==> src/rtl/xsed_pkg.sv <==
// Shared types, codes and sizes for the cross-reference stream entry decoder.
// Used by every module under rtl/; depends on nothing.
package xsed_pkg;

  // Object slot table size and the address width of the filled-mark memory
  localparam int unsigned MAX_OBJECTS = 65536;
  localparam int unsigned MARK_AW     = $clog2(MAX_OBJECTS);

  // Field widths fixed by the stream format
  localparam int unsigned WID_W  = 3;
  localparam int unsigned TLEN_W = 17;
  localparam int unsigned IDX_W  = 16;
  localparam int unsigned CNT_W  = 17;
  localparam int unsigned ACC_W  = 32;

  // Input commands (code 3 is unused and ignored)
  typedef enum logic [1:0] {
    CMD_SECTION = 2'd0,
    CMD_DATA    = 2'd1,
    CMD_END     = 2'd2
  } cmd_t;

  // Result kinds
  typedef enum logic [2:0] {
    KIND_ENTRY         = 3'd0,
    KIND_SECTION_OK    = 3'd1,
    KIND_SECTION_RANGE = 3'd2,
    KIND_STREAM_OK     = 3'd3,
    KIND_TRUNCATED     = 3'd4,
    KIND_ZERO_WIDTHS   = 3'd5
  } kind_t;

  // Mapped entry types
  typedef enum logic [1:0] {
    TYPE_FREE       = 2'd0,
    TYPE_IN_USE     = 2'd1,
    TYPE_COMPRESSED = 2'd2,
    TYPE_UNKNOWN    = 2'd3
  } etype_t;

  // Configuration register indexes
  typedef enum logic [1:0] {
    REG_TYPE_WIDTH   = 2'd0,
    REG_OFFSET_WIDTH = 2'd1,
    REG_GEN_WIDTH    = 2'd2,
    REG_TABLE_LENGTH = 2'd3
  } cfg_reg_t;

  // Field position inside an entry; field number 3 means entry complete
  localparam logic [1:0] FIELD_DONE = 2'd3;

  typedef struct packed {
    logic [WID_W-1:0]  type_w;
    logic [WID_W-1:0]  offset_w;
    logic [WID_W-1:0]  gen_w;
    logic [TLEN_W-1:0] tlen;
  } cfg_t;

  // One result word as it leaves the parser
  typedef struct packed {
    kind_t              kind;
    logic [IDX_W-1:0]   idx;
    etype_t             etype;
    logic [ACC_W-1:0]   offset;
    logic [ACC_W-1:0]   gen;
    logic               in_range;
    logic [MARK_AW-1:0] mark_addr;
  } res_t;

  // Filled-mark update from the emit stage
  typedef struct packed {
    logic               en;
    logic [MARK_AW-1:0] addr;
  } mark_wr_t;

endpackage

==> src/rtl/xsed_cfg_regs.sv <==
// Configuration register file for the entry decoder.
// Depends on xsed_pkg.
module xsed_cfg_regs (
  input  logic                         clk,
  input  logic                         rst_n,
  input  logic                         wr_en,
  input  logic [1:0]                   wr_index,
  input  logic [xsed_pkg::TLEN_W-1:0]  wr_data,
  output xsed_pkg::cfg_t               cfg
);

  xsed_pkg::cfg_t cfg_r;

  // Write one register per accepted word
  always_ff @(posedge clk) begin
    if (!rst_n) begin
      cfg_r.type_w   <= xsed_pkg::WID_W'(1);
      cfg_r.offset_w <= xsed_pkg::WID_W'(4);
      cfg_r.gen_w    <= xsed_pkg::WID_W'(2);
      cfg_r.tlen     <= '0;
    end else if (wr_en) begin
      case (wr_index)
        xsed_pkg::REG_TYPE_WIDTH:   cfg_r.type_w   <= wr_data[xsed_pkg::WID_W-1:0];
        xsed_pkg::REG_OFFSET_WIDTH: cfg_r.offset_w <= wr_data[xsed_pkg::WID_W-1:0];
        xsed_pkg::REG_GEN_WIDTH:    cfg_r.gen_w    <= wr_data[xsed_pkg::WID_W-1:0];
        xsed_pkg::REG_TABLE_LENGTH: cfg_r.tlen     <= wr_data;
        default: ;
      endcase
    end
  end

  assign cfg = cfg_r;

endmodule

==> config.mk <==
export PLATFORM = sky130hd
export DESIGN_NAME = xsed_cfg_regs
export DESIGN_NICKNAME = d
export VERILOG_FILES = /design/src/rtl/xsed_pkg.sv /design/src/rtl/xsed_cfg_regs.sv
export SDC_FILE = /design/constraint.sdc
export NUM_CORES = 1
export LEC_CHECK = 0
export ABC_AREA = 1
export ABC_CLOCK_PERIOD_IN_PS = 800
export BUFFER_PORTS_ARGS = -buffer_cell sky130_fd_sc_hd__buf_2
export CAP_MARGIN = 25
export CORE_ASPECT_RATIO = 1.25
export CORE_MARGIN = 5
export CORE_UTILIZATION = 39
export DETAILED_ROUTE_END_ITERATION = 12
export PLACE_DENSITY = 0.68
export SETUP_SLACK_MARGIN = 0.02
export SLEW_MARGIN = 20
export SYNTH_ARGS = -nofsm -noshare
export SYNTH_HDL_FRONTEND = slang
export SYNTH_SLANG_ARGS = --single-unit
export TNS_END_PERCENT = 100
==> constraint.sdc <==
create_clock -name clk -period 0.8 [get_ports clk]
set_input_delay 0.04 -clock clk [delete_from_list [all_inputs] [get_ports clk]]
set_output_delay 0.04 -clock clk [all_outputs]
set_load 0.02 [all_outputs]
==> results.txt <==
Yosys reg bits: 26
Post-Syn Instances: 164
Slew HR: 0.870
Via count: 1131
GRT Resource Usage Total: 0.148
Final setup viols: 26
GP Congestion: 0.824
Placed insts: 242
Syn_nets: 186
Final worst-path cycle share: 1.05
Dpl hpwl: 1720 um
CP Launch Type: flip-flop
Chip width: 57.3 um
Number of global-route vias before repair: 1086
Worst Hold End: cfg[21]$_SDFFE_PN0P_
Failing checks: negative setup slack
Final worst setup slack: -0.0396 ns
Placeable Area: 2680 sq um
Final Skew: 0 ns
Synth warn: 0
Critical R2R Launch: cfg[4]$_SDFFE_PN0P_
Gr busiest metal: met2
Fraction of layout cells with a size suffix above 1: 0.371
Pleak: 0.000955 uW
Fillcell total: 244
Max Freq: 1.19 GHz
# rows: 21
Total clock sinks: 26
Die H: 69.2 um
Tightest Pin Transition: 0.194 ns
CP arrival: 0.80 ns
Minimum clock period after layout: 0.840 ns
Critical Path Slowest Stage Cell: dfxtp_2
Cell variety after synth: 12
Syn Std Cell Area: 1090 sq um
RSZ-0062 raised after global routing: yes
GR Util met1: 0.172
Status: complete, but fails checks
Ant diodes: 0
WHS Path Cells: 3
Layout net count: 252
Final Max Tran Viols: 0
Residual DRC: 0
Largest net degree at the start of global routing: 35
Reg clk slew, reported paths: 0.14 ns
Pwr Density: 1500 nW/um^2
R2r setup slk: 0.07 ns
Met3 usage in global routing: 0.0466
Clock Path Buffers: 2
Delay-heaviest family, CP: flip-flops
R2R depth: 5
GRT met2 Usage: 0.249
WL/cell: 10.3 um
Antenna violations before repair: 0
Crit path cell chain: buf_6
CTS tree: yes
Average via count per standard cell: 4.30
Port bufs: 47
First-pass GRT wire length: 4780 um
Crit end category: output pin
Routed wire length: 2710 um
Reg-to-Reg End: cfg[4]$_SDFFE_PN0P_
Crit path max fanout: 2
Critical path class: reg2out
Power Total: 2660 uW
Worst Hold Slack: 0.0134 ns
Io pins: 48
Post-route insts no fill: 263
Total CTS buffers: 3
Avg Cell Area, Syn: 6.66 sq um
Antenna-violating nets left: 0
CTS Root Cell: clkbuf_4
Initial Util: 0.408
Detailed router's first-iteration violation count: 38
Final hold violation count: 0
Max incr delay on CP: 0.37 ns
Hold path start: wr_data[1]
H-tree lvl count: 1
Worst min path class: in2reg
VDD IR max: 0.818 mV
Global route overflow: 0
WP data required: 0.76 ns
Max-Cap Viols: 0
Die Area: 3970 sq um
First-pass DRT Iterations: 4
Area delta synth->final: 62.3%
Worst-Skew Late Latency: 0.31 ns
Sequential area share after synthesis: 0.477
CP Buf/Inv Count: 1
Max reg flops: 26
-- through the flow --
stage                     setup TNS (ns)   util  area [sq um]  setup slack (ns)
after floorplan                        0      -          1090            0.0954
after global placement                 0  0.514          1380            0.0704
after detailed placement               0  0.514          1380            0.0343
after CTS                          -1.07  0.655          1760           -0.0508
after global routing               -1.85  0.662          1770           -0.0957
final                             -0.676  0.662          1770           -0.0396
-- cells in the final DEF, fill, tap and decap left out --
| cell type | instances |
|---|---|
| nand3_4 | 1 |
| buf_2 | 21 |
| dfxtp_2 | 26 |
| inv_2 | 1 |
| a21oi_1 | 2 |
| clkbuf_8 | 1 |
| nand3_1 | 8 |
| buf_4 | 4 |
| nand4_1 | 2 |
| nand2_1 | 48 |
| buf_6 | 26 |
| nor2_1 | 45 |
| dlygate4sd3_1 | 15 |
| inv_1 | 24 |
| buf_12 | 2 |
| clkbuf_4 | 3 |
-- final cells by class --
type,count,area [sq um],share of cell area
inverters,25,93.8,0.0529
multi-input cells,106,429,0.242
well taps,34,42.5,0.0240
clock buffers,4,36.3,0.0205
flip-flops and latches,26,553,0.312
repair buffers,68,618,0.349
-- worst max path at each step --
stage               slack [ns]  depth (start not counted)                  from                    to
global placement          0.07                          6                 wr_en   cfg[7]$_SDFFE_PN0P_
detailed placement        0.03                          6                 wr_en   cfg[9]$_SDFFE_PN0P_
global route              -0.1                          1  cfg[10]$_SDFFE_PN0P_               cfg[10]
finish                   -0.04                          1   cfg[2]$_SDFFE_PN0P_                cfg[2]
CTS                      -0.05                          1  cfg[24]$_SDFFE_PN0P_               cfg[24]
floorplan                  0.1                          4  cfg[10]$_SDFFE_PN0P_  cfg[10]$_SDFFE_PN0P_
-- synthesized netlist by cell type (all sizes together) --
cell type,number,area share
a21oi,2,0.0092
clkbuf,1,0.0034
buf,6,0.041
nor2,45,0.15
nand2,48,0.16
nand4,2,0.011
inv,25,0.086
nand3,9,0.053
dfxtp,26,0.48
-- kinds of logic (layout without fill, tap and decap cells) --
logic type             after synthesis  in the layout  synth area share
AND/OR/NAND/NOR                    104            104             0.384
buffers and inverters               32             97             0.131
flip-flops                          26             26             0.477
AO/OA/AOI/OAI                        2              2           0.00916
-- per-layer routing --
metal | vias up | share of wire
met4 | 0 | 0.0033
met2 | 34 | 0.48
met1 | 490 | 0.43
met5 | - | 0
li1 | 605 | -
met3 | 2 | 0.085
-- where the power goes --
part | switching (uW) | total [uW] | internal (uW)
registers | 46.7 | 1420 | 1380
clock network | 374 | 652 | 278
logic | 286 | 586 | 299
-- what timing repair did --
action	in CTS	in global routing
gates cloned	0	0
setup buffers	1	1
hold endpoints to repair	14	1
resized for setup	78	1
hold buffers	14	1
setup endpoints to repair	26	26
(Power assumes the default switching activity.)
