$ cat config.mk
export PLATFORM = sky130hd
export DESIGN_NAME = xsed_emit
export DESIGN_NICKNAME = d
export VERILOG_FILES = /design/src/rtl/xsed_pkg.sv /design/src/rtl/xsed_emit.sv
export SDC_FILE = /design/constraint.sdc
export NUM_CORES = 1
export LEC_CHECK = 0
export BUFFER_PORTS_ARGS = -buffer_cell sky130_fd_sc_hd__buf_2
export CORE_ASPECT_RATIO = 0.8
export CORE_MARGIN = 8
export CORE_UTILIZATION = 44
export CTS_CLUSTER_DIAMETER = 120
export DETAILED_ROUTE_END_ITERATION = 10
export HOLD_SLACK_MARGIN = 0.05
export PLACE_DENSITY = 0.75
export SYNTH_ARGS = -nofsm -noshare
export SYNTH_HDL_FRONTEND = slang
export SYNTH_SLANG_ARGS = --single-unit
export TNS_END_PERCENT = 100
$ cat constraint.sdc
create_clock -name clk -period 6.3 [get_ports clk]
set_input_delay 0.315 -clock clk [delete_from_list [all_inputs] [get_ports clk]]
set_output_delay 0.315 -clock clk [all_outputs]
set_load 0.01 [all_outputs]
$ cat src/rtl/xsed_pkg.sv
// Shared types, codes and sizes for the cross-reference stream entry decoder.
// Used by every module under rtl/; depends on nothing.
package xsed_pkg;

  // Object slot table size and the address width of the filled-mark memory
  localparam int unsigned MAX_OBJECTS = 65536;
  localparam int unsigned MARK_AW     = $clog2(MAX_OBJECTS);

  // Field widths fixed by the stream format
  localparam int unsigned WID_W  = 3;
  localparam int unsigned TLEN_W = 17;
  localparam int unsigned IDX_W  = 16;
  localparam int unsigned CNT_W  = 17;
  localparam int unsigned ACC_W  = 32;

  // Input commands (code 3 is unused and ignored)
  typedef enum logic [1:0] {
    CMD_SECTION = 2'd0,
    CMD_DATA    = 2'd1,
    CMD_END     = 2'd2
  } cmd_t;

  // Result kinds
  typedef enum logic [2:0] {
    KIND_ENTRY         = 3'd0,
    KIND_SECTION_OK    = 3'd1,
    KIND_SECTION_RANGE = 3'd2,
    KIND_STREAM_OK     = 3'd3,
    KIND_TRUNCATED     = 3'd4,
    KIND_ZERO_WIDTHS   = 3'd5
  } kind_t;

  // Mapped entry types
  typedef enum logic [1:0] {
    TYPE_FREE       = 2'd0,
    TYPE_IN_USE     = 2'd1,
    TYPE_COMPRESSED = 2'd2,
    TYPE_UNKNOWN    = 2'd3
  } etype_t;

  // Configuration register indexes
  typedef enum logic [1:0] {
    REG_TYPE_WIDTH   = 2'd0,
    REG_OFFSET_WIDTH = 2'd1,
    REG_GEN_WIDTH    = 2'd2,
    REG_TABLE_LENGTH = 2'd3
  } cfg_reg_t;

  // Field position inside an entry; field number 3 means entry complete
  localparam logic [1:0] FIELD_DONE = 2'd3;

  typedef struct packed {
    logic [WID_W-1:0]  type_w;
    logic [WID_W-1:0]  offset_w;
    logic [WID_W-1:0]  gen_w;
    logic [TLEN_W-1:0] tlen;
  } cfg_t;

  // One result word as it leaves the parser
  typedef struct packed {
    kind_t              kind;
    logic [IDX_W-1:0]   idx;
    etype_t             etype;
    logic [ACC_W-1:0]   offset;
    logic [ACC_W-1:0]   gen;
    logic               in_range;
    logic [MARK_AW-1:0] mark_addr;
  } res_t;

  // Filled-mark update from the emit stage
  typedef struct packed {
    logic               en;
    logic [MARK_AW-1:0] addr;
  } mark_wr_t;

endpackage

$ cat src/rtl/xsed_emit.sv
// Result stage: resolves the accepted flag from the mark read, updates the
// mark and holds the output word. Depends on xsed_pkg.
module xsed_emit (
  input  logic                clk,
  input  logic                rst_n,
  input  logic                ld,
  input  xsed_pkg::res_t      res,
  input  logic                rd_mark,
  input  logic                out_ready,
  output logic                room,
  output xsed_pkg::mark_wr_t  mark_wr,
  output logic                out_valid,
  output xsed_pkg::res_t      out_res,
  output logic                out_accepted
);

  xsed_pkg::res_t s1_r;
  logic           s1_valid_r;
  logic           s1_hit_r;
  logic           s1_move;
  logic           s1_acc;
  xsed_pkg::res_t out_r;
  logic           out_acc_r;
  logic           out_valid_r;

  assign s1_move = s1_valid_r && (!out_valid_r || out_ready);
  assign room    = !s1_valid_r || s1_move;

  // Slot is free unless the memory or the write at load time says otherwise
  assign s1_acc = (s1_r.kind == xsed_pkg::KIND_ENTRY) && s1_r.in_range &&
                  !(rd_mark || s1_hit_r);

  assign mark_wr.en   = s1_move && s1_acc && (s1_r.etype != xsed_pkg::TYPE_UNKNOWN);
  assign mark_wr.addr = s1_r.mark_addr;

  // Hold the word whose mark read is in flight
  always_ff @(posedge clk) begin
    if (!rst_n) begin
      s1_valid_r <= 1'b0;
    end else if (ld) begin
      s1_valid_r <= 1'b1;
    end else if (s1_move) begin
      s1_valid_r <= 1'b0;
    end
  end

  // Capture payload and catch a write to the same slot on the same edge
  always_ff @(posedge clk) begin
    if (ld) begin
      s1_r     <= res;
      s1_hit_r <= mark_wr.en && (mark_wr.addr == res.mark_addr);
    end
  end

  // Output register
  always_ff @(posedge clk) begin
    if (!rst_n) begin
      out_valid_r <= 1'b0;
    end else if (s1_move) begin
      out_valid_r <= 1'b1;
    end else if (out_ready) begin
      out_valid_r <= 1'b0;
    end
  end

  always_ff @(posedge clk) begin
    if (s1_move) begin
      out_r     <= s1_r;
      out_acc_r <= s1_acc;
    end
  end

  assign out_valid    = out_valid_r;
  assign out_res      = out_r;
  assign out_accepted = out_acc_r;

endmodule

==> reports/results.ini, run 1 <==
[synth]
synth.largest_area_cell=edfxtp_1
avgSynthCellArea_um2=25.78
synthTopCellsByArea=edfxtp_1 (94%), buf_4 (1.8%), xnor2_1 (1.1%), xor2_1 (1.1%), dfxtp_1 (0.61%)
ys_types=16
syn_nets=363
yosys_warnings=0
syn-cell-area_um2=6599
synth_cells=256
seq_area_frac_synth_pct=94.35
ys_ff_latch=208
synth_top_cell_area_share_pct=93.74

[cts]
clk_pin_slew_ns=0.06
clockRootBuffer=clkbuf_16
cts_made_buffers=21
cts.sinks=208
clk_latency_ns=0.48
cts_tree=yes
clk_path_buf_depth=3
cts_resized=0
htreeDepth=1

[die]
rows=40
die_w_um=152.9
initial_utilization_pct=44.39
pin_count=229
core_um2=14860
die_area_um2=19200
die_y_um=125.5

[placed_design]
port_buffers=228
pre_cts_ws_ns=4.332
dpl-instance-area_um2=7889
gp_congestion=0.7623
dpl.cell_count=660
hpwl_um=9276

[timing]
setup_viol=0
period_share_pct=36.55
finalSetupTns_ns=0
tightest_slew_ns=0.7922
layout_setup_ws_ns=3.997
worst_clock_skew_ns=0.005978
rsz0062_at_grt=false
hold_slack_ns=0.2155
fmax_ghz=0.4343
slew_violations=0
slew_headroom_pct=47.19
hold_viol_final=0
min_period_ns=2.303

[cells_and_area]
area_delta_synth_final_pct=45.34
antennaDiodeCount=0
drive_above_1_share_pct=43.21
nFillCells=993
stdcell_count=800
finalInstanceArea_um2=9590
fin_nets=704

[min_path]
min_path_type=primary input to flop
min_from=out_ready

[power_and_ir_drop]
power.leakage_uw=0.003749
seqPwrFrac_pct=54.4
irDropWorstVdd_uv=179.3
share_comb_of_total_power_pct=6.5
swShare_pct=19.79
clockPowerShare_pct=39.1
intPower_uw=2450
p_per_area_nw_per_um2=318.5
switchingPower_uw=604.5

[setup_path]
slowest_delay_ns=0.45
cp.arrival_ns=1.99
r2r_slack_ns=4.63
setup.worst_path.start=out_valid
crit_path_end_kind=primary output
startpoint_type=flop
path_class=flop to primary output
crit_required_ns=5.98
r2r-start=out_valid
crit_fanout=42
crit_chain=nor2b_1 -> nor2b_4 -> buf_4 -> and3_1 -> buf_2
slowest_stage=buf_4

[grt]
grt_pass1_vias=4046
grt_usage_pct=15.40
grt_pass1_wl_um=23050
antenna_found_initial=0
grt_max_degree=63
overflow=0

[routing]
first_iter_violations=170
vias=3696
wire_per_inst_um=18.88
drcViolationCount=0
drtPass1Iterations=4
wl_um=15100
postRouteAntennaNets=0
via_per_inst=4.620

[run]
drv_cap=0

[status]
status=complete, no violations

## registers in the layout, indices dropped and copies added (netlist names)
| signal | cells |
|---|---|
| mark_wr | 16 |
| out_accepted | 1 |
| out_res | 102 |
| out_valid | 1 |
| s1_hit_r | 1 |
| s1_r | 86 |
| s1_valid_r | 1 |
## power by group through the flow
stage / clock [uW] / sequential (uW) / combinational [uW]
after floorplan: 0 / 1700 / 38.1
after global placement: 0 / 1680 / 145
after detailed placement: 0 / 1690 / 149
after CTS: 1230 / 1660 / 199
after global routing: 1280 / 1670 / 214
final: 1190 / 1660 / 200
## worst max-delay path: cells and delay by family (launching register included)
| kind | cells | cell delay (ns) |
|---|---|---|
| simple gates | 3 | 0.59 |
| flops | 1 | 0.30 |
| buf+inv | 2 | 0.60 |
## worst paths after layout
check,endpoint,depth (start not counted)
worst max-delay path,mark_wr[16],5
worst min-delay path,out_valid,3
worst max register to register,s1_hit_r,5
worst min register to register,out_res[49],0
## cells in the mapped netlist
master    instances
o21a_1            1
xnor2_1           8
nor2b_1           3
nor2_1            1
nand4_1           2
nand2_1           2
or4b_4            1
and4_1            1
xor2_1            8
a21oi_1           1
nor3_4            1
and3_1            1
buf_4            16
edfxtp_1        206
dfxtp_1           2
nor4_1            2
## layout by cell type, fill, tap and decap left out, types with 2 or more instances in the layout
cell type / count
dlygate4sd3_1: 103
nand4_1: 2
clkinv_2: 3
xor2_1: 8
edfxtp_1: 206
dfxtp_1: 2
nor4_1: 2
nand2_1: 2
bufinv_16: 2
xnor2_1: 8
buf_2: 227
nor2b_1: 2
buf_4: 4
clkbuf_16: 21
clkbuf_1: 4
clkbuf_8: 2
clkinv_1: 3
## metal layers
layer | vias to the layer above | share of wire [%] | global-route usage, %
li1 | 1678 | - | -
met1 | 1791 | 38 | 17.53
met2 | 199 | 50 | 26.31
met3 | 28 | 9.4 | 6.299
met4 | 0 | 2.3 | 4.588
met5 | - | 0 | 0
## logic make-up after synthesis
| family | count (synthesis) | synth area share, % |
|---|---|---|
| xor+xnor | 16 | 2.124 |
| simple gates | 14 | 1.517 |
| flops | 208 | 94.35 |
| compound gates | 2 | 0.1896 |
| buf+inv | 16 | 1.820 |
## what timing repair did
item                                    4_1_cts  5_1_grt
hold endpoints to repair                    104        0
buffers inserted                              0        0
hold buffers                                103        0
endpoints found under the setup margin        0        0
## stage by stage
| stage | total power [uW] | util (%) |
|---|---|---|
| floorplan | 1743 | - |
| global placement | 1829 | 53.07 |
| detailed placement | 1838 | 53.07 |
| CTS | 3089 | 64.52 |
| global route | 3162 | 64.52 |
| finish | 3054 | 64.52 |
## layout make-up
class,instances,area [um^2],share of cell area [%]
flip-flops and latches,208,6226,64.92
repair buffers,334,2197,22.91
clock buffers,27,568.0,5.923
multi-input cells,32,260.3,2.714
well taps,189,236.5,2.466
clock inverters,10,102.6,1.070
(Power assumes the default switching activity.)
==> run 2: changes to the inputs <==
--- a/config.mk
+++ b/config.mk
@@ -8,11 +8,11 @@
 export BUFFER_PORTS_ARGS = -buffer_cell sky130_fd_sc_hd__buf_2
 export CORE_ASPECT_RATIO = 0.8
 export CORE_MARGIN = 8
-export CORE_UTILIZATION = 44
+export CORE_UTILIZATION = 49
 export CTS_CLUSTER_DIAMETER = 120
 export DETAILED_ROUTE_END_ITERATION = 10
 export HOLD_SLACK_MARGIN = 0.05
-export PLACE_DENSITY = 0.75
+export PLACE_DENSITY = 0.79
 export SYNTH_ARGS = -nofsm -noshare
 export SYNTH_HDL_FRONTEND = slang
 export SYNTH_SLANG_ARGS = --single-unit
==> constraint.sdc (replaced) <==
create_clock -name clk -period 2.4 [get_ports clk]
set_input_delay 0.12 -clock clk [delete_from_list [all_inputs] [get_ports clk]]
set_output_delay 0.12 -clock clk [all_outputs]
set_load 0.01 [all_outputs]
==> run 2 against run 1 <==
Combinational power grew to 2.7 times the previous value. Flip-flop and latch count unchanged. Largest power group unchanged. Clock power rose to 2.5 times the previous value. Wire length grew 3.2%. Core utilization up 7.6 points. First-iteration DRC count increased by 12%. Non-clock buffer count up 6. Register-to-register slack worse by 3.8 ns. Power rose to 2.6 times the previous value.
==> reports/results.ini, run 2 (synthesized netlist as in run 1, its figures left out) <==
[grt]
antenna_found_initial=0  ; unchanged
grt_pass1_vias=4087  ; was 4046
grt_max_degree=63  ; unchanged
grt_usage_pct=17.24  ; was 15.40%
overflow=0  ; unchanged
grt_pass1_wl_um=23170  ; was 23050 um

[cells_and_area]
antennaDiodeCount=0  ; unchanged
area_delta_synth_final_pct=45.96  ; was 45.34%
finalInstanceArea_um2=9632  ; was 9590 um^2
fin_nets=709  ; was 704
drive_above_1_share_pct=43.34  ; was 43.21%
stdcell_count=796  ; was 800
largest_reg_flops=102  ; unchanged
nFillCells=783  ; was 993
final_common_cell=buf_2  ; unchanged
final_cell_mix=buf_2 (227), edfxtp_1 (206), dlygate4sd3_1 (106)  ; was buf_2 (227), edfxtp_1 (206), dlygate4sd3_1 (103)

[power_and_ir_drop]
irDropWorstVdd_uv=564.0  ; was 179.3 uV
p_per_area_nw_per_um2=818.5  ; was 318.5 nW/um^2
power.leakage_uw=0.003775  ; was 0.003749 uW

[setup_path]
reg2regPathDepth=4  ; was 5
critPathTopFamily=simple AND/OR/NAND/NOR gates  ; was buffers and inverters
cp.depth=4  ; was 5
crit_path_end_kind=primary output  ; unchanged
setup.worst_path.start=s1_r[101]  ; was out_valid
r2r-start=s1_r[101]  ; was out_valid
slowest_stage=or4b_4  ; was buf_4
startpoint_type=flop  ; unchanged
cp.arrival_ns=1.89  ; was 1.99 ns
crit_fanout=2  ; was 42
critPathCapture=mark_wr[16]  ; unchanged
r2r_slack_ns=0.83  ; was 4.63 ns
crit_chain=or4b_4 -> nor3_4 -> and3_1 -> buf_2  ; was nor2b_1 -> nor2b_4 -> buf_4 -> and3_1 -> buf_2
path_buf_inv=1  ; was 2
r2r-end=s1_hit_r  ; unchanged
slowest_delay_ns=0.56  ; was 0.45 ns
path_class=flop to primary output  ; unchanged
crit_required_ns=2.28  ; was 5.98 ns

[die]
die_area_um2=17460  ; was 19200 um^2
initial_utilization_pct=49.39  ; was 44.39%
rows=38  ; was 40
die_y_um=119.8  ; was 125.5 um
core_um2=13360  ; was 14860 um^2
die_w_um=145.7  ; was 152.9 um
pin_count=229  ; unchanged

[routing]
drcViolationCount=0  ; unchanged
via_per_inst=4.688  ; was 4.620
vias=3732  ; was 3696
postRouteAntennaNets=0  ; unchanged
drtPass1Iterations=5  ; was 4
wire_per_inst_um=19.58  ; was 18.88 um
first_iter_violations=191  ; was 170
wl_um=15590  ; was 15100 um

[placed_design]
dpl.cell_count=654  ; was 660
hpwl_um=9793  ; was 9276 um
dpl-instance-area_um2=7934  ; was 7889 um^2
gp_congestion=0.7541  ; was 0.7623
port_buffers=228  ; unchanged

[cts]
htreeDepth=1  ; unchanged
clk_latency_ns=0.47  ; was 0.48 ns
postCtsSetupBuffers=0  ; unchanged
clockRootBuffer=clkbuf_16  ; unchanged
cts_tree=yes  ; unchanged
cts.sinks=208  ; unchanged
clk_pin_slew_ns=0.06  ; about the same
cts_resized=0  ; unchanged
cts_made_buffers=20  ; was 21
clk_path_buf_depth=3  ; unchanged

[timing]
min_period_ns=2.013
period_share_pct=83.89
hold_viol_final=0  ; unchanged
tightest_slew_ns=0.4625  ; was 0.7922 ns
slew_headroom_pct=69.16  ; was 47.19%
setup_viol=0  ; unchanged
rsz0062_at_grt=false  ; unchanged
slew_violations=0  ; unchanged
worst_clock_skew_ns=0.01089  ; was 0.005978 ns
fmax_ghz=0.4967

[min_path]
min_path_type=primary input to flop  ; unchanged

[run]
drv_cap=0  ; unchanged

[status]
status=complete, no violations  ; unchanged

[run 2: changes by cell type in the layout (fill, tap and decap cells not counted), sizes merged]
cell,previous run,this run
buf,231,234
dlygate4sd3,103,106
clkbuf,27,29
bufinv,2,1
clkinvlp,1,0
inv,1,0
[run 2: routing by layer]
metal | track usage (%) | routed length [um]
met1 | 18.52 | 5747
met2 | 31.21 | 8001
met3 | 7.111 | 1554
met4 | 4.153 | 281
met5 | 0 | 0
[run 2: worst min path at each step]
stage            start          to  slack, ns  cells past startpoint
2_1_floorplan   res[0]  mark_wr[0]       0.22                      0
3_3_place_gp   res[31]    s1_r[31]       0.30                      1
3_5_place_dp   res[76]    s1_r[76]       0.30                      1
4_1_cts             ld    s1_r[98]       0.12                      1
5_1_grt             ld    s1_r[98]       0.12                      1
6_report            ld    s1_r[98]       0.13                      1
[run 2: per-stage QoR]
step                      worst slack [ns]  hold WS, ns  utilization (%)  power (uW)  TNS (ns)
after floorplan                    -0.2896       0.2189                -        4567    -1.833
after global placement              0.8741       0.2965            59.38        4810         0
after detailed placement            0.8188       0.2982            59.38        4840         0
after CTS                           0.3442       0.1216            72.09        7933         0
after global routing                0.2902       0.1246            72.09        8124         0
final                               0.3866       0.1267            72.09        7883         0
[run 2: worst reg2reg max path, delay by kind of cell (launching register included)]
| family | cells | cell delay [ns] |
|---|---|---|
| flops | 1 | 0.39 |
| simple gates | 4 | 1.06 |
[run 2: cell type report]
class,count,area (um^2),share of cell area [%]
Sequential cell,208,6227,64.65
Timing Repair Buffer,340,2275,23.62
Clock buffer,29,575.6,5.976
Multi-Input combinational cell,32,267.8,2.780
Tap cell,180,225.2,2.338
Clock inverter,7,61.31,0.6365
[run 2: timing repair]
item	CTS	global route
hold buffers	106	0
endpoints found under the hold margin	105	0
setup endpoints to repair	0	0
[run 2: power by group]
part / internal [uW] / leakage, uW / total [uW] / switching (uW)
Clock: 1780 / 0.000313 / 2980 / 1200
Combinational: 279 / 0.00147 / 542 / 263
Sequential: 4280 / 0.00199 / 4370 / 87.5
Total: 6330 / 0.00378 / 7880 / 1550
